[src/tmps_sq3.sv]
// squared length of a 3-vector: squares in one stage, sum in the next
module tmps_sq3 #(
    parameter int IN_WIDTH = 17
) (
    input  logic                      clk,
    input  logic                      en,
    input  logic [2:0][IN_WIDTH-1:0]  vec,
    output logic [2*IN_WIDTH:0]       len
);

    localparam int PRODW = 2 * IN_WIDTH;
    localparam int SQW   = 2 * IN_WIDTH - 1;
    localparam int LENW  = 2 * IN_WIDTH + 1;

    logic signed [PRODW-1:0] prod [3];
    logic [SQW-1:0]          sq_reg [3];
    logic [LENW-1:0]         len_reg;
    logic [LENW-1:0]         len_next;

    always_comb
    begin
        for (int k = 0; k < 3; k++)
        begin
            prod[k] = $signed(vec[k]) * $signed(vec[k]);
        end
    end

    // a square never needs the top product bit
    assign len_next = LENW'(sq_reg[0]) + LENW'(sq_reg[1]) + LENW'(sq_reg[2]);

    always_ff @(posedge clk)
    begin
        if (en)
        begin
            for (int k = 0; k < 3; k++)
            begin
                sq_reg[k] <= prod[k][SQW-1:0];
            end
            len_reg <= len_next;
        end
    end

    assign len = len_reg;

endmodule

[config.mk]
export PLATFORM = sky130hd
export DESIGN_NAME = tmps_sq3
export DESIGN_NICKNAME = d
export VERILOG_FILES = /design/src/tmps_sq3.sv
export SDC_FILE = /design/constraint.sdc
export NUM_CORES = 2
export LEC_CHECK = 0
export BUFFER_PORTS_ARGS = -buffer_cell sky130_fd_sc_hd__buf_4
export CAP_MARGIN = 0
export CORE_MARGIN = 8
export CORE_UTILIZATION = 58
export CTS_CLUSTER_SIZE = 40
export DETAILED_ROUTE_END_ITERATION = 8
export GPL_TIMING_DRIVEN = 0
export PLACE_DENSITY = 0.78
export SETUP_SLACK_MARGIN = 0.1
export SLEW_MARGIN = 20
export SYNTH_ARGS = -nofsm -noshare
export SYNTH_HDL_FRONTEND = slang
export SYNTH_SLANG_ARGS = --single-unit
[constraint.sdc]
create_clock -name clk -period 6.7 [get_ports clk]
set_input_delay 0.335 -clock clk [delete_from_list [all_inputs] [get_ports clk]]
set_output_delay 0.335 -clock clk [all_outputs]
set_load 0.05 [all_outputs]
==> metrics.md <==
| Metric | Value |
|---|---|
| Min Tclk post-route | 6.38 ns |
| Total CTS buffers | 17 |
| Via count | 23100 |
| Slew Limit Fails | 0 |
| Peak Freq | 157 MHz |
| Pre-antenna DRT Iters | 6 |
| Avg Inst Size Synth | ~10 um^2 |
| Starting Density | 58.2% |
| Area contributors post-synth | fa_1, edfxtp_1, inv_1 |
| Initial drt markers | 1358 |
| Commonest non-fill, non-tap cell in the layout | inv_1 |
| Critical Path Start Type | input port |
| Worst setup EP type | register |
| Post-synth top area share | 47.0% |
| Antenna Violating Nets Remaining | 0 |
| CTS tree | done |
| Layout cells sized above 1 | 5.76% |
| Crit path max fanout | 10 |
| Row cnt | 90 |
| Depth of the CTS H-tree | 4 |
| Height of the die | 261 um |
| Fin. Hold Viols | 0 |
| Register area share after synthesis | 11.3% |
| Maxcap violations | 0 |
| DP Wirelength | 66500 um |
| DP Worst Slack | -0.895 ns |
| Setup ws final | approximately 0.32 ns |
| Clock Tree Buf Depth | 2 |
| CP Class | input port to register |
| Status | finished clean |
| Synth-to-Final Area Change | 6.67% |
| IO Pins | 88 |
| Worst Skew | roughly 0.0063 ns |
| Gr ovfl total | 0 |
| Residual DRC count | 0 |
| Area leader, netlist | fa_1 |
| HP Class | input port to register |
| Required @ worst endpoint | 6.87 ns |
| Yosys reg bits | 131 |
| Port Buffers | 87 |
| Top_reg_cell synth | edfxtp_1 |
| Slew @ Worst Pin | just over 0.6 ns |
| Clock Sinks | 131 |
| Largest net degree at the start of global routing | 83 |
| Most frequent cells in the layout | inv_1, fa_1, ha_1 |
| Die Wd | 261 um |
| Initial antenna violation count | 2 |
| Max reg flops | 96 |
| Design area | 37200 um^2 |
| Root Buffer | clkbuf_16 |
| Post-CTS Hold Buffers | 0 |
| Skew-Pair Late Insertion Delay | 0.43 ns |
| Core Util, Final | 62.1% |
| Endpoints failing setup | 0 |
| Post-synth EDFFs | 131 |
| Placed inst area | 36500 um^2 |
| Async SR Flop Fraction | 0% |
| Worst relative slew slack | between 50% and 60% |
| Vias per cell | 5.30 |
| Post-synthesis cell type count | 65 |
| CTS clock-pin slew for the worst setup and hold paths | 0.06 ns |
| Core ar. | 59900 um^2 |
| Worst path arrival time | 6.55 ns |
| Tcrit/Tclk final | a little over nine tenths |
| Final-stage net count | 4722 |
| All-layer global routing usage | 23.9% |
| Unrepaired setup endpoints after global routing | false |
| Vias in the first global route | 26100 |
| Yosys warnings | 0 |
| Routed Wire Length | 75300 um |
| Synth Instances | 3480 |
| Routed wire length per instance | around 17 um |
| Synthesized area | 34900 um^2 |
| GPL Wtd Cong | 0.952 |
| Global-route wire length before repair | 129000 um |
| Die ar. | 68200 um^2 |
| Fillers | a little under 5000 |
==> kinds of logic after synthesis <==
logic type	share of synthesized area, %
flip-flops	11.3
AND/OR/NAND/NOR	9.36
adder cells (fa/ha/maj)	57.3
AO/OA/AOI/OAI	6.04
XOR/XNOR	4.07
multiplexers	0.0969
buffers and inverters	11.9
other	0.0108
==> area by class of cell <==
class	count	area, um^2	share of cell area, %
timing repair buffer	91	707	1.90
antenna	2	5.00	0.0135
clock inverter	14	178	0.478
inverter	1028	3860	10.4
sequential	131	3930	10.6
tap	782	978	2.63
multi-input combinational	2248	26900	72.2
clock buffer	17	425	1.14
buffer	47	238	0.639
==> synthesized netlist by cell type (5+ instances only) <==
cell and instances:
a21oi_1 91, xor2_1 34, clkbuf_1 75, fa_1 819, nand3_1 19, o21ai_0 38, and3_1 14, nor3_1 18
nor2b_1 42, xnor2_1 128, nand2b_1 17, a211oi_1 10, a31o_2 9, and2_1 161, nand2_1 254, or2_2 9
ha_1 286, inv_1 1028, nand4_1 6, o211ai_1 6, o21a_1 18, nor2_1 107, a21o_1 50, edfxtp_1 131
a31oi_1 9, nor4_1 5, o21bai_1 22
==> worst max-delay path: stages <==
cell and delay [ns]:
buf_4 0.15, clkbuf_2 0.19, buf_2 0.23, and2_1 0.23, fa_2 0.61, inv_1 0.08, fa_1 0.66, inv_4 0.11
fa_1 0.48, fa_1 0.52, fa_1 0.49, inv_1 0.05, fa_1 0.47, inv_1 0.05, ha_1 0.33, a21oi_1 0.18
o21ai_0 0.11, a21o_1 0.18, a221o_2 0.45, a2111oi_2 0.33, o21bai_1 0.14, xnor2_1 0.16
==> path summary, 6_finish.rpt <==
path                           startpoint  cells past startpoint  slack (ns)                 endpoint
setup / recovery                  vec[50]                     22        0.32  sq_reg[0][98]$_DFFE_PP_
hold / removal                    vec[17]                      1        0.22  sq_reg[0][33]$_DFFE_PP_
setup reg to reg  sq_reg[0][41]$_DFFE_PP_                     11        3.04        len[27]$_DFFE_PP_
hold reg to reg    sq_reg[0][0]$_DFFE_PP_                      3        0.80         len[0]$_DFFE_PP_
==> routing by layer <==
metal  vias to the layer above  part of all wire, %  track usage [%]
met1                     11700                   41             31.5
li1                      10500                    -                -
met4                         0                  3.2             7.67
met3                       133                  6.8             4.13
met5                         -                    0                0
met2                       752                   49             40.2
==> metrics by stage <==
step           setup TNS, ns  hold WS [ns]  std cells
2_1_floorplan              0         0.434       3482
3_3_place_gp          -13.41         0.662       4351
3_5_place_dp          -16.05         0.664       4352
4_1_cts                    0         0.213       4368
5_1_grt                    0         0.206       4358
6_report                   0         0.223       4360
==> repair_timing <==
action,CTS,global route
resized for setup,26,53
endpoints found under the setup margin,24,18
cloned,0,0
buffers inserted,0,3
pin swaps,0,6
Power is left out: the tool's default activity adds up to more than one toggle a clock period on the data nets, which glitch-free logic cannot reach.
